## src/hw/rtl/scsg_pkg.sv

```systemverilog
// scsg_pkg: shared types, command codes and the move length table
// of the stepper command step generator; no dependencies
`timescale 1ns / 1ps

package scsg_pkg;

  localparam logic [7:0] CODE_REPORT   = 8'h02;
  localparam logic [3:0] HI_FORWARD    = 4'h1;
  localparam logic [3:0] HI_REVERSE    = 4'h2;
  localparam logic [3:0] LO_LAST_MOVE  = 4'h5;

  localparam logic [15:0] HALF_PERIOD_RESET = 16'd2000;
  localparam int unsigned HALF_STEPS_WIDTH  = 12;

  localparam int unsigned QUEUE_DEPTH = 2;
  localparam int unsigned QUEUE_PTR_W = $clog2(QUEUE_DEPTH);
  localparam int unsigned QUEUE_CNT_W = $clog2(QUEUE_DEPTH + 1);

  localparam int unsigned REG_HALF_PERIOD = 0;

  typedef enum logic [1:0] {
    CMD_NONE   = 2'd0,
    CMD_REPORT = 2'd1,
    CMD_MOVE   = 2'd2
  } cmd_kind_e;

  typedef struct packed {
    cmd_kind_e  kind;
    logic       dir;
    logic [2:0] sel;
  } cmd_t;

  typedef struct packed {
    logic is_tick;
    cmd_t cmd;
  } item_t;

  // twice the step count of each move code
  function automatic logic [HALF_STEPS_WIDTH-1:0] half_steps(input logic [2:0] sel);
    logic [HALF_STEPS_WIDTH-1:0] n;
    n = '0;
    case (sel)
      3'd0:    n = 12'd2;
      3'd1:    n = 12'd20;
      3'd2:    n = 12'd200;
      3'd3:    n = 12'd400;
      3'd4:    n = 12'd2000;
      3'd5:    n = 12'd4000;
      default: n = '0;
    endcase
    return n;
  endfunction

endpackage

```

## src/hw/rtl/scsg_front.sv

```systemverilog
// scsg_front: accepts input words and classifies command bytes
// depends on scsg_pkg
`timescale 1ns / 1ps

module scsg_front import scsg_pkg::*; (
  input  logic       in_valid_i,
  output logic       in_ready_o,
  input  logic       op_i,
  input  logic [7:0] rx_byte_i,
  input  logic       q_full_i,
  output logic       q_push_o,
  output item_t      q_item_o
);

  logic [3:0] hi;
  logic [3:0] lo;
  cmd_t       cmd;

  assign hi = rx_byte_i[7:4];
  assign lo = rx_byte_i[3:0];

  always_comb begin
    cmd.kind = CMD_NONE;
    cmd.dir  = 1'b0;
    cmd.sel  = lo[2:0];
    if (rx_byte_i == CODE_REPORT) begin
      cmd.kind = CMD_REPORT;
    end else if ((hi == HI_FORWARD || hi == HI_REVERSE) && lo <= LO_LAST_MOVE) begin
      cmd.kind = CMD_MOVE;
      cmd.dir  = (hi == HI_REVERSE);
    end
  end

  assign in_ready_o       = !q_full_i;
  assign q_push_o         = in_valid_i && !q_full_i;
  assign q_item_o.is_tick = op_i;
  assign q_item_o.cmd     = cmd;

endmodule

```

## src/hw/rtl/scsg_queue.sv

```systemverilog
// scsg_queue: short register queue between the front and back parts
// depends on scsg_pkg
`timescale 1ns / 1ps

module scsg_queue import scsg_pkg::*; (
  input  logic  clk_i,
  input  logic  rst_ni,
  input  logic  push_i,
  input  item_t item_i,
  output logic  full_o,
  input  logic  pop_i,
  output logic  valid_o,
  output item_t item_o
);

  item_t                  mem_q [QUEUE_DEPTH];
  logic [QUEUE_PTR_W-1:0] wr_ptr_q, wr_ptr_d;
  logic [QUEUE_PTR_W-1:0] rd_ptr_q, rd_ptr_d;
  logic [QUEUE_CNT_W-1:0] count_q, count_d;
  logic                   do_push;
  logic                   do_pop;

  assign full_o  = (count_q == QUEUE_CNT_W'(QUEUE_DEPTH));
  assign valid_o = (count_q != '0);
  assign item_o  = mem_q[rd_ptr_q];
  assign do_push = push_i && !full_o;
  assign do_pop  = pop_i && valid_o;

  function automatic logic [QUEUE_PTR_W-1:0] bump(input logic [QUEUE_PTR_W-1:0] p);
    return (p == QUEUE_PTR_W'(QUEUE_DEPTH - 1)) ? '0 : p + 1'b1;
  endfunction

  always_comb begin
    wr_ptr_d = do_push ? bump(wr_ptr_q) : wr_ptr_q;
    rd_ptr_d = do_pop ? bump(rd_ptr_q) : rd_ptr_q;
    count_d  = count_q;
    if (do_push && !do_pop) begin
      count_d = count_q + 1'b1;
    end else if (do_pop && !do_push) begin
      count_d = count_q - 1'b1;
    end
  end

  always_ff @(posedge clk_i or negedge rst_ni) begin
    if (!rst_ni) begin
      wr_ptr_q <= '0;
      rd_ptr_q <= '0;
      count_q  <= '0;
    end else begin
      wr_ptr_q <= wr_ptr_d;
      rd_ptr_q <= rd_ptr_d;
      count_q  <= count_d;
    end
  end

  always_ff @(posedge clk_i) begin
    if (do_push) begin
      mem_q[wr_ptr_q] <= item_i;
    end
  end

endmodule

```

## src/hw/rtl/scsg_back.sv

```systemverilog
// scsg_back: executes queued words, runs the step timing and position
// counter and holds the result register; depends on scsg_pkg
`timescale 1ns / 1ps

module scsg_back import scsg_pkg::*; #(
  parameter int unsigned POSITION_WIDTH = 32,
  parameter int unsigned DELAY_WIDTH    = 16
) (
  input  logic        clk_i,
  input  logic        rst_ni,
  input  logic [15:0] half_period_i,
  input  logic        q_valid_i,
  input  item_t       q_item_i,
  output logic        q_pop_o,
  output logic        out_valid_o,
  input  logic        out_ready_i,
  output logic        step_pin_o,
  output logic        dir_pin_o,
  output logic        moving_o,
  output logic        report_valid_o,
  output logic [7:0]  report_byte_o
);

  logic                        busy_q, busy_d;
  logic [HALF_STEPS_WIDTH-1:0] hs_q, hs_d;
  logic [DELAY_WIDTH-1:0]      delay_q, delay_d;
  logic                        step_q, step_d;
  logic                        dir_q, dir_d;
  logic [POSITION_WIDTH-1:0]   pos_q, pos_d;
  logic                        pend_valid_q, pend_valid_d;
  cmd_t                        pend_q, pend_d;
  logic                        out_valid_q;
  logic                        step_out_q, dir_out_q, moving_q, rep_valid_q;
  logic [7:0]                  rep_byte_q;

  logic [DELAY_WIDTH+15:0]     period_ext;
  logic [DELAY_WIDTH-1:0]      period_load;
  logic [DELAY_WIDTH-1:0]      delay_dec;
  logic                        exec_go;
  cmd_t                        exec_cmd;
  logic                        report;
  logic                        advance;

  assign period_ext  = {{DELAY_WIDTH{1'b0}}, half_period_i};
  assign period_load = (period_ext[DELAY_WIDTH-1:0] == '0) ? DELAY_WIDTH'(1)
                                                            : period_ext[DELAY_WIDTH-1:0];
  assign delay_dec   = delay_q - 1'b1;

  assign advance = q_valid_i && (!out_valid_q || out_ready_i);
  assign q_pop_o = advance;

  always_comb begin
    busy_d       = busy_q;
    hs_d         = hs_q;
    delay_d      = delay_q;
    step_d       = step_q;
    dir_d        = dir_q;
    pos_d        = pos_q;
    pend_valid_d = pend_valid_q;
    pend_d       = pend_q;
    exec_go      = 1'b0;
    exec_cmd     = q_item_i.cmd;
    report       = 1'b0;

    if (!q_item_i.is_tick) begin
      if (!busy_q) begin
        exec_go = 1'b1;
      end else if (!pend_valid_q) begin
        pend_valid_d = 1'b1;
        pend_d       = q_item_i.cmd;
      end
    end else if (busy_q) begin
      delay_d = delay_dec;
      if (delay_dec == '0) begin
        if (!step_q) begin
          pos_d  = dir_q ? pos_q - 1'b1 : pos_q + 1'b1;
          report = 1'b1;
        end
        if (hs_q != '0) begin
          hs_d = hs_q - 1'b1;
        end
        if (pend_valid_q) begin
          busy_d       = 1'b0;
          hs_d         = '0;
          step_d       = 1'b0;
          pend_valid_d = 1'b0;
          exec_go      = 1'b1;
          exec_cmd     = pend_q;
        end else if (hs_d == '0) begin
          busy_d = 1'b0;
          step_d = 1'b0;
        end else begin
          step_d  = !step_q;
          delay_d = period_load;
        end
      end
    end

    if (exec_go) begin
      if (exec_cmd.kind == CMD_REPORT) begin
        report = 1'b1;
      end else if (exec_cmd.kind == CMD_MOVE) begin
        dir_d   = exec_cmd.dir;
        hs_d    = half_steps(exec_cmd.sel);
        busy_d  = 1'b1;
        step_d  = 1'b1;
        delay_d = period_load;
      end
    end
  end

  always_ff @(posedge clk_i or negedge rst_ni) begin
    if (!rst_ni) begin
      busy_q       <= 1'b0;
      hs_q         <= '0;
      delay_q      <= '0;
      step_q       <= 1'b0;
      dir_q        <= 1'b0;
      pos_q        <= '0;
      pend_valid_q <= 1'b0;
      pend_q       <= '0;
      out_valid_q  <= 1'b0;
    end else begin
      if (advance) begin
        busy_q       <= busy_d;
        hs_q         <= hs_d;
        delay_q      <= delay_d;
        step_q       <= step_d;
        dir_q        <= dir_d;
        pos_q        <= pos_d;
        pend_valid_q <= pend_valid_d;
        pend_q       <= pend_d;
        out_valid_q  <= 1'b1;
      end else if (out_ready_i) begin
        out_valid_q  <= 1'b0;
      end
    end
  end

  always_ff @(posedge clk_i) begin
    if (advance) begin
      step_out_q  <= step_d;
      dir_out_q   <= dir_d;
      moving_q    <= busy_d;
      rep_valid_q <= report;
      rep_byte_q  <= report ? pos_d[7:0] : 8'h00;
    end
  end

  assign out_valid_o    = out_valid_q;
  assign step_pin_o     = step_out_q;
  assign dir_pin_o      = dir_out_q;
  assign moving_o       = moving_q;
  assign report_valid_o = rep_valid_q;
  assign report_byte_o  = rep_byte_q;

endmodule

```

## src/hw/rtl/stepper_command_step_generator_top.sv

```systemverilog
// stepper_command_step_generator_top: APB register, front decoder, queue
// and back executor; depends on scsg_pkg, scsg_front, scsg_queue, scsg_back
//
// Usage: each input word is either a command byte (op_i = 0, rx_byte_i) or
// one microsecond tick (op_i = 1), moved on in_valid_i / in_ready_o. Every
// accepted word gives exactly one result word on out_valid_o / out_ready_i
// with the step and direction levels, the moving flag and an optional
// position report byte. With the queue empty an accepted word is first
// written into the queue and then executed into the result register, which
// offers it on out_valid_o; throughput is one word per cycle while results
// are taken, set by the update of the back executor's counters. If the
// receiver stalls, the result register holds and the two-entry queue fills,
// after which in_ready_o drops until results are taken again. The half
// period register (ticks per step half period, zero acts as one) sits at APB
// address 0 and should be written only while idle. Reset clears the motion
// state, position and held command (not the output pin registers) and sets
// the half period to 2000 ticks; in_ready_o is high straight out of reset.
`timescale 1ns / 1ps

module stepper_command_step_generator_top import scsg_pkg::*; #(
  parameter int unsigned POSITION_WIDTH = 32,
  parameter int unsigned DELAY_WIDTH    = 16
) (
  input  logic        clk_i,
  input  logic        rst_ni,
  input  logic        in_valid_i,
  output logic        in_ready_o,
  input  logic        op_i,
  input  logic [7:0]  rx_byte_i,
  output logic        out_valid_o,
  input  logic        out_ready_i,
  output logic        step_pin_o,
  output logic        dir_pin_o,
  output logic        moving_o,
  output logic        report_valid_o,
  output logic [7:0]  report_byte_o,
  input  logic        psel,
  input  logic        penable,
  input  logic        pwrite,
  input  logic [2:0]  paddr,
  input  logic [31:0] pwdata,
  output logic [31:0] prdata,
  output logic        pready
);

  logic [15:0] half_period_q;
  logic        reg_sel;
  logic        q_full;
  logic        q_push;
  item_t       q_in;
  logic        q_pop;
  logic        q_valid;
  item_t       q_out;

  assign reg_sel = (paddr[2] == 1'(REG_HALF_PERIOD));
  assign pready  = 1'b1;
  assign prdata  = reg_sel ? {16'h0000, half_period_q} : 32'h0;

  always_ff @(posedge clk_i or negedge rst_ni) begin
    if (!rst_ni) begin
      half_period_q <= HALF_PERIOD_RESET;
    end else if (psel && penable && pwrite && reg_sel) begin
      half_period_q <= pwdata[15:0];
    end
  end

  scsg_front u_front (
    .in_valid_i (in_valid_i),
    .in_ready_o (in_ready_o),
    .op_i       (op_i),
    .rx_byte_i  (rx_byte_i),
    .q_full_i   (q_full),
    .q_push_o   (q_push),
    .q_item_o   (q_in)
  );

  scsg_queue u_queue (
    .clk_i   (clk_i),
    .rst_ni  (rst_ni),
    .push_i  (q_push),
    .item_i  (q_in),
    .full_o  (q_full),
    .pop_i   (q_pop),
    .valid_o (q_valid),
    .item_o  (q_out)
  );

  scsg_back #(
    .POSITION_WIDTH (POSITION_WIDTH),
    .DELAY_WIDTH    (DELAY_WIDTH)
  ) u_back (
    .clk_i          (clk_i),
    .rst_ni         (rst_ni),
    .half_period_i  (half_period_q),
    .q_valid_i      (q_valid),
    .q_item_i       (q_out),
    .q_pop_o        (q_pop),
    .out_valid_o    (out_valid_o),
    .out_ready_i    (out_ready_i),
    .step_pin_o     (step_pin_o),
    .dir_pin_o      (dir_pin_o),
    .moving_o       (moving_o),
    .report_valid_o (report_valid_o),
    .report_byte_o  (report_byte_o)
  );

endmodule
```

## config.mk

```make
export PLATFORM = sky130hd
export DESIGN_NAME = stepper_command_step_generator_top
export DESIGN_NICKNAME = d
export VERILOG_FILES = /design/src/hw/rtl/scsg_pkg.sv /design/src/hw/rtl/scsg_front.sv /design/src/hw/rtl/scsg_queue.sv /design/src/hw/rtl/scsg_back.sv /design/src/hw/rtl/stepper_command_step_generator_top.sv
export SDC_FILE = /design/constraint.sdc
export NUM_CORES = 1
export LEC_CHECK = 0
export BUFFER_PORTS_ARGS = -buffer_cell sky130_fd_sc_hd__buf_2
export CORE_ASPECT_RATIO = 0.75
export CORE_MARGIN = 8
export CORE_UTILIZATION = 40
export CTS_CLUSTER_SIZE = 28
export DETAILED_ROUTE_END_ITERATION = 8
export SLEW_MARGIN = 20
export SYNTH_ARGS = -nofsm -noshare
export SYNTH_HDL_FRONTEND = slang
export SYNTH_SLANG_ARGS = --single-unit
```

## constraint.sdc

```tcl
create_clock -name clk_i -period 3.2 [get_ports clk_i]
set_input_delay 0.32 -clock clk_i [delete_from_list [all_inputs] [get_ports clk_i]]
set_output_delay 0.32 -clock clk_i [all_outputs]
set_load 0.01 [all_outputs]
```

[Word level (Yosys, flattened, before mapping)]
Memories as Yosys holds them, arrays and structs flattened.
Cells that the tools add are included.
Word-level totals
  bits in registers: 103
  bits in writable memories: 14
  bits of input ports: 51
  output and inout port bits: 47
  memories kept: 1
Cells by class
  add/sub/neg operators: 8
  $lt $le $gt $ge: 1
  eq/ne operators: 12
  muxes and demuxes: 76
  bitwise operators: 3
  reduce and logical (&&, ||, !) cells: 28
Memories
  u_queue.mem_q: depth 2, width 7, rd ports 1, clocked after Yosys merged registers in 0, wr ports 1, line scsg_queue.sv:16  | item_t mem_q [QUEUE_DEPTH];
Operator list (count)
  2-to-1 mux 16 bit: 10
  2-to-1 mux 12 bit: 11
  one-hot mux 12 bit (6 select lines): 1
  2-to-1 mux 1 bit: 41
  adder 32 x 1 -> 32 bit (second input constant): 1
  zero test 16 bit: 2
  2-to-1 mux 32 bit: 1
  2-to-1 mux 8 bit: 4
  subtractor 32 x 1 -> 32 bit (second input constant): 1
  2-to-1 mux 6 bit: 4
  subtractor 16 x 1 -> 16 bit (second input constant): 1
  zero test 12 bit: 1
  nonzero test 12 bit: 1
  subtractor 12 x 1 -> 12 bit (second input constant): 1
  logical AND 1 bit: 10
  == test 8 x 2 -> 1 bit (second input constant): 1
  == test 3 x 2 -> 1 bit (second input constant): 2
  == test 3 bit (second input constant): 2
  2-to-1 mux 2 bit: 3
  AND reduction 3 bit: 2
  nonzero test 2 bit: 3
  zero test 1 bit: 5
  AND reduction 5 bit: 1
  == test 2 bit (second input constant): 2
  other kinds (13): 17

[Depth between registers and ports, before layout]
Gate-level depths: netlist of run 1.
  word-level depth: 14
  gate-level depth with buffers: 12
  depth with buffers taken out: 10

[Modules after synthesis]
A second synthesis of run 1 with hierarchy kept.
Unflattened totals
  cell total of the unflattened synthesis: 617
  area, all modules: 5944.5 sq um
By module, submodules not included
  scsg_back: instances 1, cells an instance 493, area an instance 4225.3 sq um, seq. area each 1536.5 sq um
  stepper_command_step_generator_top: instances 1, cells an instance 70, area an instance 907.1 sq um, seq. area each 407.9 sq um
  scsg_queue: instances 1, cells an instance 41, area an instance 711.9 sq um, seq. area each 520.5 sq um
  scsg_front: instances 1, cells an instance 13, area an instance 100.1 sq um, seq. area each 0.0 sq um

[Least setup slack after synthesis of run 1]
No wires, ideal clock.
  path type: register to register
  start: register u_back.delay_q[0]
  end: register u_back.rep_byte_q[0], in the netlist u_back.report_byte_o[0] (data pin)
  library setup time: 260 ps
  data arrival time: 2808 ps
  data required time: 2940 ps
  slack: 132 ps
  cell stages (with the launch flop): 11
  path through: dfrtp_1 > inv_1 > ha_1 > or4b_4 > or4_1 > and2_1 > o2111ai_2 > nor2_1 > a31oi_1 > nor2_1 > mux2_2
On the way
  word-level cells in the longest chain between the ends: 8
RTL lines
  start, declared: line scsg_back.sv:26  | logic [DELAY_WIDTH-1:0] delay_q, delay_d;
  start signal, assigned: line scsg_back.sv:127  | delay_q <= delay_d;
  subtractor 16 x 1 -> 16 bit *: line scsg_back.sv:47  | assign delay_dec = delay_q - 1'b1;
  zero test 16 bit *: line scsg_back.sv:74  | if (delay_dec == '0) begin
  2-to-1 mux 6 bit: line scsg_back.sv:74
  2-to-1 mux 6 bit: line scsg_back.sv:72  | end else if (busy_q) begin
  2-to-1 mux 6 bit: line scsg_back.sv:65  | if (!q_item_i.is_tick) begin
  == test 2 x 1 -> 1 bit: line scsg_back.sv:100  | if (exec_cmd.kind == CMD_REPORT) begin
  2-to-1 mux 1 bit: line scsg_back.sv:100
  2-to-1 mux 1 bit: line scsg_back.sv:99  | if (exec_go) begin
  end signal, assigned: line scsg_back.sv:146  | rep_byte_q <= report ? pos_d[7:0] : 8'h00;
  end, declared: line scsg_back.sv:34  | logic [7:0] rep_byte_q;
Mark *: on every way between the ends. The rest lies on a longest branch, timed or not.
A chain may end at the register's enable or synchronous reset.

[Final worst setup path of run 1]
  start: register u_back.delay_q[1]
  end: register u_back.delay_q[11]
On the way
  word-level cells in the longest chain between the ends: 9
RTL lines
  subtractor 16 x 1 -> 16 bit *: line scsg_back.sv:47
  zero test 16 bit or 2-to-1 mux 16 bit (tied branches): line scsg_back.sv:74, scsg_back.sv:89
  2-to-1 mux 6 bit or 2-to-1 mux 16 bit (tied branches): line scsg_back.sv:74, scsg_back.sv:82
  2-to-1 mux 6 bit or 2-to-1 mux 16 bit (tied branches): line scsg_back.sv:72, scsg_back.sv:74
  2-to-1 mux 6 bit or 2-to-1 mux 16 bit (tied branches): line scsg_back.sv:65, scsg_back.sv:72
  == test 2 bit or 2-to-1 mux 16 bit (tied branches): line scsg_back.sv:102, scsg_back.sv:65
  2-to-1 mux 16 bit: line scsg_back.sv:102  | end else if (exec_cmd.kind == CMD_MOVE) begin
  2-to-1 mux 16 bit: line scsg_back.sv:100
  2-to-1 mux 16 bit *: line scsg_back.sv:99
Marked as above.

==> report_table.html, run 1 <==
<table>
<tr><th>Metric</th><th>Value</th></tr>
<tr><th colspan="2">Detailed routing</th></tr>
<tr><td>Number of routed nets with antenna violations</td><td>0</td></tr>
<tr><td>Starting DRC count in detailed routing</td><td>374</td></tr>
<tr><td>Vias after detailed routing</td><td>5030</td></tr>
<tr><td>WL final</td><td>15600 um</td></tr>
<tr><td>Detailed-route vias per instance</td><td>5.69</td></tr>
<tr><td>Detailed-route wire length per cell</td><td>17.6 um</td></tr>
<tr><td>Initial DRT Pass Iterations</td><td>5</td></tr>
<tr><td>Total DRC errors in the routed layout</td><td>0</td></tr>
<tr><th colspan="2">Yosys</th></tr>
<tr><td>Mapped Area</td><td>0.00576 sq mm</td></tr>
<tr><td>Dominant combinational cell family by area after synthesis</td><td>simple AND/OR/NAND/NOR gates</td></tr>
<tr><td>Ranking of synthesized cells by area</td><td>sky130_fd_sc_hd__dfrtp_1 (27%), sky130_fd_sc_hd__edfxtp_1 (14%), sky130_fd_sc_hd__mux2_2 (4.9%)</td></tr>
<tr><td>Number of synthesized flops with an enable pin</td><td>26</td></tr>
<tr><td>Async S/R FF share, synth</td><td>0.720</td></tr>
<tr><td>Xor/xnor share of the synthesized area</td><td>0.0289</td></tr>
<tr><td>Flops &amp; latches, synth</td><td>93</td></tr>
<tr><td>Multiplexer area fraction after synthesis</td><td>0.0593</td></tr>
<tr><td>Post-Synth Adder-Cell Area</td><td>0.0252</td></tr>
<tr><td>Number of standard cells after synthesis</td><td>595</td></tr>
<tr><td>Number of library cell types mapped by synthesis</td><td>82</td></tr>
<tr><td>Top-area cell type share of the netlist area</td><td>0.265</td></tr>
<tr><td>Cell taking the most area after synthesis</td><td>sky130_fd_sc_hd__dfrtp_1</td></tr>
<tr><td>Post-synthesis area per instance</td><td>9.67 sq um</td></tr>
<tr><td>Complex-gate fraction of the synthesized area</td><td>0.191</td></tr>
<tr><td>Sequential-to-total area share from yosys stat</td><td>0.428</td></tr>
<tr><td>Synth Warn #</td><td>0</td></tr>
<tr><td>Simple-gate portion of the synthesized area</td><td>0.202</td></tr>
<tr><td>Main synth FF type</td><td>sky130_fd_sc_hd__dfrtp_1</td></tr>
<tr><th colspan="2">Setup path</th></tr>
<tr><td>Required time reported for the critical path endpoint</td><td>3.44 ns</td></tr>
<tr><td>Highest fanout seen on the critical path</td><td>6</td></tr>
<tr><td>WS Path Type</td><td>reg2reg</td></tr>
<tr><td>Nature of the critical path endpoint</td><td>flip-flop</td></tr>
<tr><td>Signal arrival time at the worst endpoint</td><td>3.33 ns</td></tr>
<tr><td>Launching element type of the critical path</td><td>flip-flop</td></tr>
<tr><th colspan="2">Clock network</th></tr>
<tr><td>Clock Sink Count</td><td>93</td></tr>
<tr><td>Maximum clock insertion buffer count</td><td>2</td></tr>
<tr><td>Worst-Skew Late Latency</td><td>0.35 ns</td></tr>
<tr><td>Clock Root Buffer</td><td>sky130_fd_sc_hd__clkbuf_16</td></tr>
<tr><td>Number of H-tree branching levels</td><td>3</td></tr>
<tr><td>Hold_buf cts</td><td>0</td></tr>
<tr><td>Clock slew at the register clock pins of the worst setup and hold paths</td><td>0.07 ns</td></tr>
<tr><td>Clock tree from TritonCTS</td><td>built</td></tr>
<tr><td>Num CTS Buffers</td><td>9</td></tr>
<tr><th colspan="2">Timing</th></tr>
<tr><td>Slew at the pin closest to its max-slew limit</td><td>0.914 ns</td></tr>
<tr><td>Minimum period implied by the final worst setup slack</td><td>3.09 ns</td></tr>
<tr><td>Final Max Slew Viols</td><td>0</td></tr>
<tr><td>Normalized max-slew margin</td><td>0.391</td></tr>
<tr><td>Final hold violation count</td><td>0</td></tr>
<tr><td>Setup clock skew after layout</td><td>0.00961 ns</td></tr>
<tr><td>Final TNS setup</td><td>0 ns</td></tr>
<tr><td>Period utilisation layout</td><td>0.966</td></tr>
<tr><td>Upper clock frequency limit</td><td>324 MHz</td></tr>
<tr><td>Number of failing setup endpoints in the final timing report</td><td>0</td></tr>
<tr><th colspan="2">Layout</th></tr>
<tr><td>Area of all placed cells without fillers</td><td>0.00695 sq mm</td></tr>
<tr><td>Ratio of cells with drive above 1 in the final layout</td><td>0.307</td></tr>
<tr><td>Final layout net count</td><td>761</td></tr>
<tr><td>Final Instance Count excl. Fillers</td><td>884</td></tr>
<tr><td>Area overhead of the layout relative to synthesis</td><td>20.7%</td></tr>
<tr><td>Diode count</td><td>0</td></tr>
<tr><td>Final core area utilization</td><td>0.487</td></tr>
<tr><td>Filler instances</td><td>1329</td></tr>
<tr><th colspan="2">GRT</th></tr>
<tr><td>Total gr overflow</td><td>0</td></tr>
<tr><td>Initial antenna violation count</td><td>0</td></tr>
<tr><td>Via count of the first global-routing pass</td><td>4870</td></tr>
<tr><td>GR Util All Layers</td><td>0.168</td></tr>
<tr><td>Pin count of the biggest net entering global routing</td><td>68</td></tr>
<tr><td>First-pass GRT wire length</td><td>25200 um</td></tr>
<tr><th colspan="2">Job</th></tr>
<tr><td>Max-Cap Viols</td><td>0</td></tr>
<tr><th colspan="2">Place</th></tr>
<tr><td>Placed insts</td><td>862</td></tr>
<tr><td>Count of port buffers added during placement</td><td>62</td></tr>
<tr><td>HPWL after DPL</td><td>11200 um</td></tr>
<tr><td>Instance area at placement</td><td>0.00648 sq mm</td></tr>
<tr><td>Weighted congestion reported at the end of routability-driven placement</td><td>0.893</td></tr>
<tr><th colspan="2">Status</th></tr>
<tr><td>Result of the run</td><td>finished, final reports clean</td></tr>
<tr><th colspan="2">Power and ir drop</th></tr>
<tr><td>Worst IR drop on VDD</td><td>0.389 mV</td></tr>
<tr><td>Final Total Pwr</td><td>5360 uW</td></tr>
<tr><td>P_leak</td><td>0.00301 uW</td></tr>
<tr><td>Pwr Density</td><td>772 mW/mm^2</td></tr>
<tr><th colspan="2">Floorplanning</th></tr>
<tr><td>Number of standard-cell rows in the floorplan</td><td>38</td></tr>
<tr><td>Die X</td><td>155 um</td></tr>
<tr><td>Area of the core</td><td>0.0143 sq mm</td></tr>
<tr><td>I/O pin cnt</td><td>98</td></tr>
<tr><td>Die area</td><td>0.0185 sq mm</td></tr>
<tr><td>Die Span Y</td><td>120 um</td></tr>
<tr><td>Initial Util</td><td>0.404</td></tr>
<tr><th colspan="2">Min path</th></tr>
<tr><td>Worst hold path class</td><td>in2reg</td></tr>
</table>
## layout make-up
| cell class | count | area [sq um] | share of cell area |
|---|---|---|---|
| clock buffers | 9 | 225 | 0.0324 |
| clock inverters | 7 | 51.3 | 0.00738 |
| inverters | 22 | 82.6 | 0.0119 |
| multi-input cells | 451 | 3130 | 0.450 |
| flip-flops and latches | 93 | 2470 | 0.355 |
| well taps | 180 | 225 | 0.0324 |
| repair buffers | 122 | 768 | 0.111 |
## flip-flops by register name, summed over array words and instances (netlist names)
signal / flops
half_period_q: 16
u_back.busy_q: 1
u_back.delay_q: 16
u_back.dir_pin_o: 1
u_back.dir_q: 1
u_back.hs_q: 12
u_back.moving_o: 1
u_back.out_valid_o: 1
u_back.pend_q: 6
u_back.pend_valid_q: 1
u_back.pos_q: 8
u_back.report_byte_o: 8
u_back.report_valid_o: 1
u_back.step_pin_o: 1
u_back.step_q: 1
u_queue.count_q: 2
u_queue.mem_q: 14
u_queue.rd_ptr_q: 1
u_queue.wr_ptr_q: 1
## cells in the mapped netlist (6+ instances only)
master                     count
sky130_fd_sc_hd__dfstp_2       6
sky130_fd_sc_hd__o21ai_0      26
sky130_fd_sc_hd__nor2_1       61
sky130_fd_sc_hd__nand3_1       7
sky130_fd_sc_hd__edfxtp_1     26
sky130_fd_sc_hd__ha_1         10
sky130_fd_sc_hd__a21oi_1      29
sky130_fd_sc_hd__buf_4        18
sky130_fd_sc_hd__xnor2_1      13
sky130_fd_sc_hd__o31ai_1       6
sky130_fd_sc_hd__mux2_2       25
sky130_fd_sc_hd__a31oi_1       9
sky130_fd_sc_hd__inv_1        22
sky130_fd_sc_hd__a22o_1        6
sky130_fd_sc_hd__xor2_1        6
sky130_fd_sc_hd__buf_2         7
sky130_fd_sc_hd__nor4_1       13
sky130_fd_sc_hd__clkbuf_1     14
sky130_fd_sc_hd__o21a_1        6
sky130_fd_sc_hd__mux2i_1       6
sky130_fd_sc_hd__and3_1        6
sky130_fd_sc_hd__nand2b_1      9
sky130_fd_sc_hd__nand2_1      40
sky130_fd_sc_hd__nor3_1       29
sky130_fd_sc_hd__a21o_1        7
sky130_fd_sc_hd__dfrtp_1      61
sky130_fd_sc_hd__nor2b_1      16
## final timing paths
kind	slack (ns)	to	cells past startpoint	startpoint
max	0.11	u_back.delay_q[11]	12	u_back.delay_q[1]
min	0.16	u_queue.mem_q[0][6]	1	op_i
max reg2reg	0.11	u_back.delay_q[11]	12	u_back.delay_q[1]
min reg2reg	0.49	u_back.pos_q[7]	1	u_back.pos_q[7]
max in group asynchronous	2.39	u_back.hs_q[0]	2	rst_ni
min in group asynchronous	0.19	half_period_q[5]	2	rst_ni
## where the power goes
part | total [uW] | internal (uW) | switching (uW) | leakage (uW)
clock network | 1010 | 529 | 483 | 0.000129
logic | 2420 | 1050 | 1370 | 0.00180
registers | 1930 | 1600 | 332 | 0.00108
## worst max-delay path: stages (launching register included)
cell	delay, ns
sky130_fd_sc_hd__dfrtp_1	0.39
sky130_fd_sc_hd__inv_2	0.09
sky130_fd_sc_hd__ha_2	0.18
sky130_fd_sc_hd__or4b_4	0.50
sky130_fd_sc_hd__or4_4	0.46
sky130_fd_sc_hd__nand4_4	0.10
sky130_fd_sc_hd__a2111oi_4	0.07
sky130_fd_sc_hd__a21o_1	0.27
sky130_fd_sc_hd__buf_4	0.19
sky130_fd_sc_hd__a21o_4	0.22
sky130_fd_sc_hd__buf_4	0.15
sky130_fd_sc_hd__a211o_1	0.26
sky130_fd_sc_hd__o211a_1	0.12
## metal layers
layer,vias to the layer above,part of all wire,track usage
met5,-,0,0
met4,0,0.015,0.0574
met3,18,0.060,0.0338
met2,166,0.45,0.252
met1,2463,0.48,0.237
li1,2383,-,-
## timing repair
action,4_1_cts,5_1_grt
gates resized for setup,3,30
hold endpoints to repair,0,0
setup endpoints to repair,7,31
pin swaps,0,6
buffers inserted,0,5
gates cloned,0,1
## cell families (layout without fill, tap and decap cells)
kind of cell,count (synthesis),after routing
AOI/OAI and AO/OA,150,151
xor gates and xnor gates,19,19
adders and majority gates,11,11
buffers and inverters,67,160
DFF,93,93
muxes,31,31
other,2,17
and+or+nand+nor,222,222
## cell usage in the layout, fill, tap and decap left out, types with 7 or more instances in the layout
cell type,count
sky130_fd_sc_hd__a21o_1,7
sky130_fd_sc_hd__a21oi_1,28
sky130_fd_sc_hd__a31oi_1,8
sky130_fd_sc_hd__buf_2,62
sky130_fd_sc_hd__buf_4,58
sky130_fd_sc_hd__clkbuf_16,9
sky130_fd_sc_hd__conb_1,17
sky130_fd_sc_hd__dfrtp_1,60
sky130_fd_sc_hd__edfxtp_1,26
sky130_fd_sc_hd__ha_1,8
sky130_fd_sc_hd__inv_1,21
sky130_fd_sc_hd__mux2_2,25
sky130_fd_sc_hd__nand2_1,38
sky130_fd_sc_hd__nand2b_1,8
sky130_fd_sc_hd__nand3_1,7
sky130_fd_sc_hd__nor2_1,58
sky130_fd_sc_hd__nor2b_1,16
sky130_fd_sc_hd__nor3_1,29
sky130_fd_sc_hd__nor4_1,11
sky130_fd_sc_hd__o21ai_0,25
sky130_fd_sc_hd__xnor2_1,13
## stage by stage
| step | hold slack [ns] | setup slack (ns) |
|---|---|---|
| after floorplan | 0.0244 | 0.132 |
| final | 0.162 | 0.110 |
| after global routing | 0.149 | -0.00421 |
| after CTS | 0.152 | 0.00796 |
| after global placement | 0.475 | 0.0384 |
| after detailed placement | 0.479 | -0.0608 |
Note: power is estimated with default switching activity, not from simulation.
==> run 2, diff against run 1 <==
--- a/config.mk
+++ b/config.mk
@@ -7,7 +7,6 @@
 export LEC_CHECK = 0
 export BUFFER_PORTS_ARGS = -buffer_cell sky130_fd_sc_hd__buf_2
 export CORE_ASPECT_RATIO = 0.75
-export CORE_MARGIN = 8
 export CORE_UTILIZATION = 40
 export CTS_CLUSTER_SIZE = 28
 export DETAILED_ROUTE_END_ITERATION = 8
==> run 2 against run 1 <==
Against the previous run:
- first-iteration DRC count up 9.6%
- clock skew is 0.0014 ns lower
- combinational power decreased by 5%
- clock power about the same
- global-route usage up 3.4 points
- final cell count down 1.4%
- sequential power is essentially flat
- setup slack got worse by 0.039 ns
- largest power group unchanged
==> report_table.html, run 2 (synthesized netlist as in run 1, its figures left out) <==
<table>
<tr><th>Metric</th><th>Value</th></tr>
<tr><th colspan="2">Layout</th></tr>
<tr><td>Most frequent standard cell in the layout excluding fill and tap cells</td><td>sky130_fd_sc_hd__buf_2</td></tr>
<tr><td>Highest-count cells in the layout ignoring fill and taps</td><td>sky130_fd_sc_hd__buf_2 (62), sky130_fd_sc_hd__nor2_1 (60), sky130_fd_sc_hd__dfrtp_1 (60)</td></tr>
<tr><td>Top flop regs</td><td>half_period_q x16, u_back.delay_q x16, u_queue.mem_q x14</td></tr>
<tr><td>Diode count</td><td>0 (unchanged)</td></tr>
<tr><td>Ratio of cells with drive above 1 in the final layout</td><td>0.287 (-0.0199)</td></tr>
<tr><td>Reg area</td><td>0.00247 sq mm (unchanged)</td></tr>
<tr><td>Area occupied by multi-input gates</td><td>0.00307 sq mm (-2.0%)</td></tr>
<tr><td>Final layout net count</td><td>754 (-0.92%)</td></tr>
<tr><td>Area overhead of the layout relative to synthesis</td><td>18.4%</td></tr>
<tr><td>Filler instances</td><td>1262 (-5.0%)</td></tr>
<tr><th colspan="2">Floorplanning</th></tr>
<tr><td>Number of standard-cell rows in the floorplan</td><td>37 (-2.6%)</td></tr>
<tr><td>Area of the core</td><td>0.0139 sq mm (-2.6%)</td></tr>
<tr><td>Die area</td><td>0.0149 sq mm (-20%)</td></tr>
<tr><td>Initial Util</td><td>0.414 (+0.0109)</td></tr>
<tr><td>I/O pin cnt</td><td>98 (unchanged)</td></tr>
<tr><td>Die X</td><td>141 um (-9.1%)</td></tr>
<tr><td>Die Span Y</td><td>106 um (-12%)</td></tr>
<tr><th colspan="2">Detailed routing</th></tr>
<tr><td>Detailed-route vias per instance</td><td>5.67 (-0.34%)</td></tr>
<tr><td>Number of routed nets with antenna violations</td><td>0 (unchanged)</td></tr>
<tr><td>Starting DRC count in detailed routing</td><td>410 (+9.6%)</td></tr>
<tr><td>Total DRC errors in the routed layout</td><td>0 (unchanged)</td></tr>
<tr><td>Detailed-route wire length per cell</td><td>16.9 um (-4.0%)</td></tr>
<tr><td>Initial DRT Pass Iterations</td><td>5 (unchanged)</td></tr>
<tr><td>WL final</td><td>14700 um (-5.3%)</td></tr>
<tr><td>Vias after detailed routing</td><td>4945 (-1.7%)</td></tr>
<tr><th colspan="2">Timing</th></tr>
<tr><td>Final hold violation count</td><td>0 (unchanged)</td></tr>
<tr><td>Period utilisation layout</td><td>0.978 (+0.0123)</td></tr>
<tr><td>Unrepaired setup endpoints after global routing</td><td>true</td></tr>
<tr><td>Worst hold slack</td><td>0.160 ns (-0.00195 ns)</td></tr>
<tr><td>Number of failing setup endpoints in the final timing report</td><td>0 (unchanged)</td></tr>
<tr><td>Normalized max-slew margin</td><td>0.406 (+0.0154)</td></tr>
<tr><td>Final TNS setup</td><td>0 ns (unchanged)</td></tr>
<tr><td>Setup clock skew after layout</td><td>0.00819 ns (-0.00141 ns)</td></tr>
<tr><td>Upper clock frequency limit</td><td>320 MHz (-1.3%)</td></tr>
<tr><td>Final Max Slew Viols</td><td>0 (unchanged)</td></tr>
<tr><td>Minimum period implied by the final worst setup slack</td><td>3.13 ns (+0.0393 ns)</td></tr>
<tr><td>Slew at the pin closest to its max-slew limit</td><td>0.891 ns (-0.0231 ns)</td></tr>
<tr><th colspan="2">Clock network</th></tr>
<tr><td>Clock Sink Count</td><td>93 (unchanged)</td></tr>
<tr><td>Number of H-tree branching levels</td><td>3 (unchanged)</td></tr>
<tr><td>Maximum clock insertion buffer count</td><td>2 (unchanged)</td></tr>
<tr><td>Worst-Skew Late Latency</td><td>0.35 ns (about the same)</td></tr>
<tr><td>Hold_buf cts</td><td>0 (unchanged)</td></tr>
<tr><td>Clock slew at the register clock pins of the worst setup and hold paths</td><td>0.06 ns (about the same)</td></tr>
<tr><td>Num CTS Buffers</td><td>9 (unchanged)</td></tr>
<tr><td>Clock tree from TritonCTS</td><td>built</td></tr>
<tr><td>Clock Root Buffer</td><td>sky130_fd_sc_hd__clkbuf_16</td></tr>
<tr><th colspan="2">Setup path</th></tr>
<tr><td>Highest fanout seen on the critical path</td><td>12 (+6)</td></tr>
<tr><td>Cells on worst reg2reg path</td><td>11 (-1)</td></tr>
<tr><td>Required time reported for the critical path endpoint</td><td>3.42 ns (-0.02 ns)</td></tr>
<tr><td>Internal reg-to-reg setup slack</td><td>0.07 ns (-0.04 ns)</td></tr>
<tr><td>Nature of the critical path endpoint</td><td>flip-flop</td></tr>
<tr><td>Launching element type of the critical path</td><td>flip-flop</td></tr>
<tr><td>Signal arrival time at the worst endpoint</td><td>3.35 ns (+0.02 ns)</td></tr>
<tr><td>WS Path Type</td><td>reg2reg</td></tr>
<tr><th colspan="2">GRT</th></tr>
<tr><td>Total gr overflow</td><td>0 (unchanged)</td></tr>
<tr><td>First-pass GRT wire length</td><td>23500 um (-7.0%)</td></tr>
<tr><td>GR Util All Layers</td><td>0.202 (+0.0337)</td></tr>
<tr><td>Initial antenna violation count</td><td>0 (unchanged)</td></tr>
<tr><td>Via count of the first global-routing pass</td><td>4548 (-6.6%)</td></tr>
<tr><td>Pin count of the biggest net entering global routing</td><td>68 (unchanged)</td></tr>
<tr><th colspan="2">Status</th></tr>
<tr><td>Result of the run</td><td>finished, final reports clean</td></tr>
<tr><th colspan="2">Power and ir drop</th></tr>
<tr><td>P_leak</td><td>0.00295 uW (-1.8%)</td></tr>
<tr><td>Pwr Density</td><td>769 mW/mm^2 (-0.36%)</td></tr>
<tr><td>Worst IR drop on VDD</td><td>0.272 mV (-30%)</td></tr>
<tr><td>Final Total Pwr</td><td>5240 uW (-2.3%)</td></tr>
<tr><th colspan="2">Min path</th></tr>
<tr><td>Hold Crit Depth</td><td>1 (unchanged)</td></tr>
<tr><td>Worst hold path class</td><td>in2reg</td></tr>
<tr><th colspan="2">Place</th></tr>
<tr><td>Count of port buffers added during placement</td><td>62 (unchanged)</td></tr>
<tr><td>HPWL after DPL</td><td>10700 um (-4.8%)</td></tr>
<tr><td>Weighted congestion reported at the end of routability-driven placement</td><td>0.915 (+2.5%)</td></tr>
<tr><th colspan="2">Job</th></tr>
<tr><td>Max-Cap Viols</td><td>0 (unchanged)</td></tr>
</table>
==> run 2: critical path, cell delays in order (launching register included) <==
cell                        delay (ns)
sky130_fd_sc_hd__dfrtp_1          0.38
sky130_fd_sc_hd__inv_2            0.07
sky130_fd_sc_hd__ha_2             0.18
sky130_fd_sc_hd__or4b_4           0.51
sky130_fd_sc_hd__o31ai_4          0.29
sky130_fd_sc_hd__and2_1           0.22
sky130_fd_sc_hd__o2111ai_2        0.15
sky130_fd_sc_hd__buf_4            0.20
sky130_fd_sc_hd__or2_2            0.39
sky130_fd_sc_hd__a211oi_1         0.22
sky130_fd_sc_hd__nor3_1           0.11
sky130_fd_sc_hd__a221o_1          0.29
==> run 2: power by group <==
group / total (uW) / switching, uW / leakage, uW / internal (uW)
combinational: 2310 / 1300 / 0.00175 / 1010
sequential: 1930 / 332 / 0.00108 / 1600
clock: 994 / 464 / 0.000130 / 530
==> run 2: layout make-up <==
cell class	instances	area share
clock buffer	11	0.0342
clock inverter	5	0.00569
inverter	22	0.0121
multi-input combinational	451	0.450
sequential	93	0.362
tap	175	0.0321
timing repair buffer	115	0.104
==> run 2: what timing repair did <==
item,in CTS,in global routing
resized for setup,0,18
setup endpoints to repair,5,34
gates cloned,0,1
pin swaps,0,4
buffers inserted,1,2
==> run 2: path summary, 6_finish.rpt <==
kind / endpoint / startpoint
max: u_back.hs_q[4] / u_back.delay_q[1]
min: u_queue.mem_q[0][6] / op_i
max reg2reg: u_back.hs_q[4] / u_back.delay_q[1]
min reg2reg: u_back.pos_q[7] / u_back.pos_q[7]
max in group asynchronous: u_back.hs_q[0] / rst_ni
min in group asynchronous: u_back.delay_q[5] / rst_ni
==> run 2: per-stage QoR <==
| step | cell area, sq um | utilization | setup WS [ns] | cells |
|---|---|---|---|---|
| finish | 6810 | 0.491 | 0.0708 | 872 |
| global route | 6810 | 0.491 | -0.0365 | 872 |
| CTS | 6720 | 0.484 | 0.00868 | 870 |
| detailed placement | 6440 | 0.464 | -0.0204 | 853 |
| global placement | 6440 | 0.464 | 0.0404 | 853 |
| floorplan | 5810 | - | 0.132 | 610 |
==> run 2: layer usage <==
layer | vias to the layer above | track usage | share of wire
li1 | 2371 | - | -
met4 | 0 | 0.0567 | 0.012
met2 | 129 | 0.297 | 0.45
met1 | 2430 | 0.297 | 0.49
met3 | 15 | 0.0423 | 0.046
met5 | - | 0 | 0
==> run 3, diff against run 2 <==
--- a/config.mk
+++ b/config.mk
@@ -5,8 +5,10 @@
 export SDC_FILE = /design/constraint.sdc
 export NUM_CORES = 1
 export LEC_CHECK = 0
+export ABC_AREA = 1
 export BUFFER_PORTS_ARGS = -buffer_cell sky130_fd_sc_hd__buf_2
 export CORE_ASPECT_RATIO = 0.75
+export CORE_MARGIN = 2
 export CORE_UTILIZATION = 40
 export CTS_CLUSTER_SIZE = 28
 export DETAILED_ROUTE_END_ITERATION = 8
==> run 3 against run 2 <==
Against the previous run:
- total power grew 11%
- combinational power rose by 22%
- fmax grew 7.7%
- utilization is 1.8 points lower
- final area rose by 1.1%
- final cell count increased by 29%
- sequential power barely moved
- sequential share of layout area down 0.43 points
- via count up 8.7%
- highest routed layer unchanged
==> report_table.html, run 3 <==
<table>
<tr><th>Metric</th><th>Value</th></tr>
<tr><th colspan="2">Status</th></tr>
<tr><td>Result of the run</td><td>finished, final reports clean</td></tr>
<tr><th colspan="2">Floorplanning</th></tr>
<tr><td>I/O pin cnt</td><td>98 (unchanged)</td></tr>
<tr><td>Number of standard-cell rows in the floorplan</td><td>38 (+2.7%)</td></tr>
<tr><td>Die Span Y</td><td>110 um (+4.2%)</td></tr>
<tr><td>Area of the core</td><td>0.0146 sq mm (+5.1%)</td></tr>
<tr><td>Die X</td><td>146 um (+3.8%)</td></tr>
<tr><td>Die area</td><td>0.0161 sq mm (+8.2%)</td></tr>
<tr><td>Initial Util</td><td>0.414 (-0.000905)</td></tr>
<tr><th colspan="2">Yosys</th></tr>
<tr><td>Number of library cell types mapped by synthesis</td><td>47 (-43%)</td></tr>
<tr><td>Cell with the most instances after synthesis</td><td>sky130_fd_sc_hd__nand2_1</td></tr>
<tr><td>Synth Warn #</td><td>0 (unchanged)</td></tr>
<tr><td>Number of synthesized flops with an enable pin</td><td>26 (unchanged)</td></tr>
<tr><td>Cell taking the most area after synthesis</td><td>sky130_fd_sc_hd__dfrtp_1</td></tr>
<tr><td>Top-area cell type share of the netlist area</td><td>0.253 (-0.0123)</td></tr>
<tr><td>Post-synthesis area per instance</td><td>7.07 sq um (-27%)</td></tr>
<tr><td>Mapped Area</td><td>0.00604 sq mm (+4.9%)</td></tr>
<tr><td>Number of standard cells after synthesis</td><td>854 (+44%)</td></tr>
<tr><td>Main synth FF type</td><td>sky130_fd_sc_hd__dfrtp_1</td></tr>
<tr><td>Ranking of synthesized cells by area</td><td>sky130_fd_sc_hd__dfrtp_1 (25%), sky130_fd_sc_hd__nand2_1 (17%), sky130_fd_sc_hd__edfxtp_1 (13%)</td></tr>
<tr><td>Async S/R FF share, synth</td><td>0.720 (unchanged)</td></tr>
<tr><td>Sequential-to-total area share from yosys stat</td><td>0.408 (-0.0199)</td></tr>
<tr><td>Flops &amp; latches, synth</td><td>93 (unchanged)</td></tr>
<tr><td>Leading post-synthesis cells by instance count</td><td>sky130_fd_sc_hd__nand2_1 (280), sky130_fd_sc_hd__nor2_1 (105), sky130_fd_sc_hd__inv_1 (81)</td></tr>
<tr><th colspan="2">Timing</th></tr>
<tr><td>Normalized max-slew margin</td><td>0.549 (+0.143)</td></tr>
<tr><td>Setup clock skew after layout</td><td>0.00759 ns (-0.000602 ns)</td></tr>
<tr><td>Final Worst Setup Slack</td><td>0.295 ns (+0.224 ns)</td></tr>
<tr><td>Minimum period implied by the final worst setup slack</td><td>2.90 ns (-0.224 ns)</td></tr>
<tr><td>Slew at the pin closest to its max-slew limit</td><td>0.674 ns (-0.216 ns)</td></tr>
<tr><td>Final TNS setup</td><td>0 ns (unchanged)</td></tr>
<tr><td>Final Max Slew Viols</td><td>0 (unchanged)</td></tr>
<tr><td>Unrepaired setup endpoints after global routing</td><td>false</td></tr>
<tr><td>Final hold violation count</td><td>0 (unchanged)</td></tr>
<tr><td>Period utilisation layout</td><td>0.908 (-0.0701)</td></tr>
<tr><td>Number of failing setup endpoints in the final timing report</td><td>0 (unchanged)</td></tr>
<tr><td>Upper clock frequency limit</td><td>344 MHz (+7.7%)</td></tr>
<tr><th colspan="2">Layout</th></tr>
<tr><td>Reg area</td><td>0.00246 sq mm (about the same)</td></tr>
<tr><td>Most frequent standard cell in the layout excluding fill and tap cells</td><td>sky130_fd_sc_hd__nand2_1</td></tr>
<tr><td>Diode count</td><td>0 (unchanged)</td></tr>
<tr><td>Highest-count cells in the layout ignoring fill and taps</td><td>sky130_fd_sc_hd__nand2_1 (280), sky130_fd_sc_hd__nor2_1 (104), sky130_fd_sc_hd__inv_1 (81)</td></tr>
<tr><td>Top flop regs</td><td>half_period_q x16, u_back.delay_q x16, u_queue.mem_q x14</td></tr>
<tr><td>Final Instance Count excl. Fillers</td><td>1126 (+29%)</td></tr>
<tr><td>Area occupied by multi-input gates</td><td>0.00306 sq mm (-0.20%)</td></tr>
<tr><td>Ratio of cells with drive above 1 in the final layout</td><td>0.145 (-0.142)</td></tr>
<tr><td>Filler instances</td><td>1461 (+16%)</td></tr>
<tr><td>Final layout net count</td><td>983 (+30%)</td></tr>
<tr><td>Area overhead of the layout relative to synthesis</td><td>14.2%</td></tr>
<tr><th colspan="2">Clock network</th></tr>
<tr><td>Clock Sink Count</td><td>93 (unchanged)</td></tr>
<tr><td>Maximum clock insertion buffer count</td><td>2 (unchanged)</td></tr>
<tr><td>Number of H-tree branching levels</td><td>3 (unchanged)</td></tr>
<tr><td>Clock tree from TritonCTS</td><td>built</td></tr>
<tr><td>Worst-Skew Late Latency</td><td>0.34 ns (about the same)</td></tr>
<tr><td>Clock Root Buffer</td><td>sky130_fd_sc_hd__clkbuf_16</td></tr>
<tr><td>Num CTS Buffers</td><td>9 (unchanged)</td></tr>
<tr><td>Clock slew at the register clock pins of the worst setup and hold paths</td><td>0.07 ns (about the same)</td></tr>
<tr><td>Post-CTS repair timing setup buffer count</td><td>0 (-1)</td></tr>
<tr><th colspan="2">Power and ir drop</th></tr>
<tr><td>Final Total Pwr</td><td>5790 uW (+11%)</td></tr>
<tr><td>Pwr Density</td><td>841 mW/mm^2 (+9.3%)</td></tr>
<tr><td>Worst IR drop on VDD</td><td>0.454 mV (+67%)</td></tr>
<tr><td>P_leak</td><td>0.00348 uW (+18%)</td></tr>
<tr><th colspan="2">Detailed routing</th></tr>
<tr><td>Detailed-route wire length per cell</td><td>13.0 um (-23%)</td></tr>
<tr><td>Initial DRT Pass Iterations</td><td>5 (unchanged)</td></tr>
<tr><td>Starting DRC count in detailed routing</td><td>382 (-6.8%)</td></tr>
<tr><td>Vias after detailed routing</td><td>5375 (+8.7%)</td></tr>
<tr><td>Detailed-route vias per instance</td><td>4.77 (-16%)</td></tr>
<tr><td>WL final</td><td>14600 um (-0.74%)</td></tr>
<tr><td>Total DRC errors in the routed layout</td><td>0 (unchanged)</td></tr>
<tr><td>Number of routed nets with antenna violations</td><td>0 (unchanged)</td></tr>
<tr><th colspan="2">Setup path</th></tr>
<tr><td>Nature of the critical path endpoint</td><td>flip-flop</td></tr>
<tr><td>Standard cell with the maximum stage delay on the critical path</td><td>sky130_fd_sc_hd__dfrtp_1</td></tr>
<tr><td>Signal arrival time at the worst endpoint</td><td>3.11 ns (-0.24 ns)</td></tr>
<tr><td>Longest individual stage delay on the worst path</td><td>0.46 ns (-0.05 ns)</td></tr>
<tr><td>Ordered list of cells on the worst path</td><td>nor2_2 &gt; nand2_1 &gt; nor2_1 &gt; nand2_1 &gt; nand2_1 &gt; nand2_1 &gt; nor2_1 &gt; nand2_1 &gt; nor2_4 &gt; nand3_4 &gt; nand2_1 &gt; nand2_1 &gt; nand3_2 &gt; buf_4 &gt; nand2_2 &gt; nand3_1 &gt; o211ai_1</td></tr>
<tr><td>Launching element type of the critical path</td><td>flip-flop</td></tr>
<tr><td>Most prevalent standard cell on the critical path</td><td>sky130_fd_sc_hd__nand2_1</td></tr>
<tr><td>WS Path Type</td><td>reg2reg</td></tr>
<tr><td>Buffers &amp; Inverters on Critical Path</td><td>1 (-1)</td></tr>
<tr><td>Kind of cell with the highest combined delay on the critical path</td><td>simple AND/OR/NAND/NOR gates</td></tr>
<tr><td>Required time reported for the critical path endpoint</td><td>3.40 ns (-0.02 ns)</td></tr>
<tr><td>Highest fanout seen on the critical path</td><td>11 (-1)</td></tr>
<tr><th colspan="2">Min path</th></tr>
<tr><td>Worst hold path class</td><td>in2reg</td></tr>
<tr><th colspan="2">Place</th></tr>
<tr><td>Post-Place Worst Slack</td><td>0.243 ns (+0.263 ns)</td></tr>
<tr><td>HPWL after DPL</td><td>11100 um (+3.6%)</td></tr>
<tr><td>Weighted congestion reported at the end of routability-driven placement</td><td>0.892 (-2.5%)</td></tr>
<tr><td>Placed insts</td><td>1109 (+30%)</td></tr>
<tr><td>Count of port buffers added during placement</td><td>62 (unchanged)</td></tr>
<tr><th colspan="2">GRT</th></tr>
<tr><td>Pin count of the biggest net entering global routing</td><td>35 (-49%)</td></tr>
<tr><td>Met3 demand-to-capacity share in global routing</td><td>0.0284 (-0.0139)</td></tr>
<tr><td>Global routing's busiest layer</td><td>met1</td></tr>
<tr><td>Initial antenna violation count</td><td>0 (unchanged)</td></tr>
<tr><td>GR Util All Layers</td><td>0.190 (-0.0119)</td></tr>
<tr><td>Total gr overflow</td><td>0 (unchanged)</td></tr>
<tr><td>First-pass GRT wire length</td><td>24600 um (+4.7%)</td></tr>
<tr><td>Routing usage on met2</td><td>0.277 (-0.0202)</td></tr>
<tr><td>Global routing usage on met1</td><td>0.297 (+0.000866)</td></tr>
<tr><td>Via count of the first global-routing pass</td><td>4798 (+5.5%)</td></tr>
<tr><th colspan="2">Job</th></tr>
<tr><td>Max-Cap Viols</td><td>0 (unchanged)</td></tr>
</table>
## run 3: cell families (layout without fill, tap and decap cells)
logic type,after synthesis,after routing,synth area share
AND/OR/NAND/NOR,479,479,0.335
multiplexers,3,3,0.00498
flip-flops,93,93,0.408
AO/OA/AOI/OAI,120,120,0.108
XOR/XNOR,14,14,0.0203
buffers and inverters,132,189,0.0981
adder cells (fa/ha/maj),11,11,0.0240
other,2,17,0.00124
## run 3: per-layer routing
layer | routed length [um] | part of all wire
met1 | 8080 | 0.55
met2 | 5880 | 0.40
met3 | 566 | 0.039
met4 | 108 | 0.0074
met5 | 0 | 0
## run 3: metrics by stage
stage | util | cell area [sq um] | hold WS [ns]
2_1_floorplan | - | 6090 | 0.0244
3_3_place_gp | 0.451 | 6580 | 0.240
3_5_place_dp | 0.451 | 6580 | 0.241
4_1_cts | 0.471 | 6880 | 0.153
5_1_grt | 0.472 | 6890 | 0.171
6_report | 0.472 | 6890 | 0.159
## run 3: layout make-up
cell class                      instances  area share
Timing Repair Buffer                   87      0.0726
Clock buffer                           11      0.0338
Multi-Input combinational cell        644       0.444
Inverter                               86      0.0470
Tap cell                              200      0.0363
Clock inverter                          5     0.00853
Sequential cell                        93       0.358
## run 3: final timing paths
path,startpoint,to,slack (ns),cells after the start
max in group asynchronous,rst_ni,half_period_q[6],2.06,3
min in group asynchronous,rst_ni,u_queue.rd_ptr_q,0.39,2
min reg2reg,u_queue.count_q[0],u_queue.count_q[0],0.48,1
max,u_back.delay_q[2],u_back.delay_q[15],0.30,17
max reg2reg,u_back.delay_q[2],u_back.delay_q[15],0.30,17
min,out_ready_i,u_back.out_valid_o,0.16,2
## run 3: power breakdown
part	internal [uW]	switching (uW)
Sequential	1620	288
Combinational	958	1850
Clock	608	466
## run 3: what timing repair did
action | in CTS | in global routing
hold buffers | 1 | 0
endpoints found under the setup margin | 0 | 22
gates resized for setup | 0 | 3
endpoints found under the hold margin | 11 | 0
## run 3: worst register-to-register path: stages (launching register included)
cell and delay (ns):
sky130_fd_sc_hd__dfrtp_1 0.46, sky130_fd_sc_hd__nor2_2 0.20, sky130_fd_sc_hd__nand2_1 0.11, sky130_fd_sc_hd__nor2_1 0.28, sky130_fd_sc_hd__nand2_1 0.10, sky130_fd_sc_hd__nand2_1 0.06
sky130_fd_sc_hd__nand2_1 0.10, sky130_fd_sc_hd__nor2_1 0.11, sky130_fd_sc_hd__nand2_1 0.09, sky130_fd_sc_hd__nor2_4 0.14, sky130_fd_sc_hd__nand3_4 0.14, sky130_fd_sc_hd__nand2_1 0.12
sky130_fd_sc_hd__nand2_1 0.09, sky130_fd_sc_hd__nand3_2 0.18, sky130_fd_sc_hd__buf_4 0.23, sky130_fd_sc_hd__nand2_2 0.13, sky130_fd_sc_hd__nand3_1 0.11, sky130_fd_sc_hd__o211ai_1 0.11
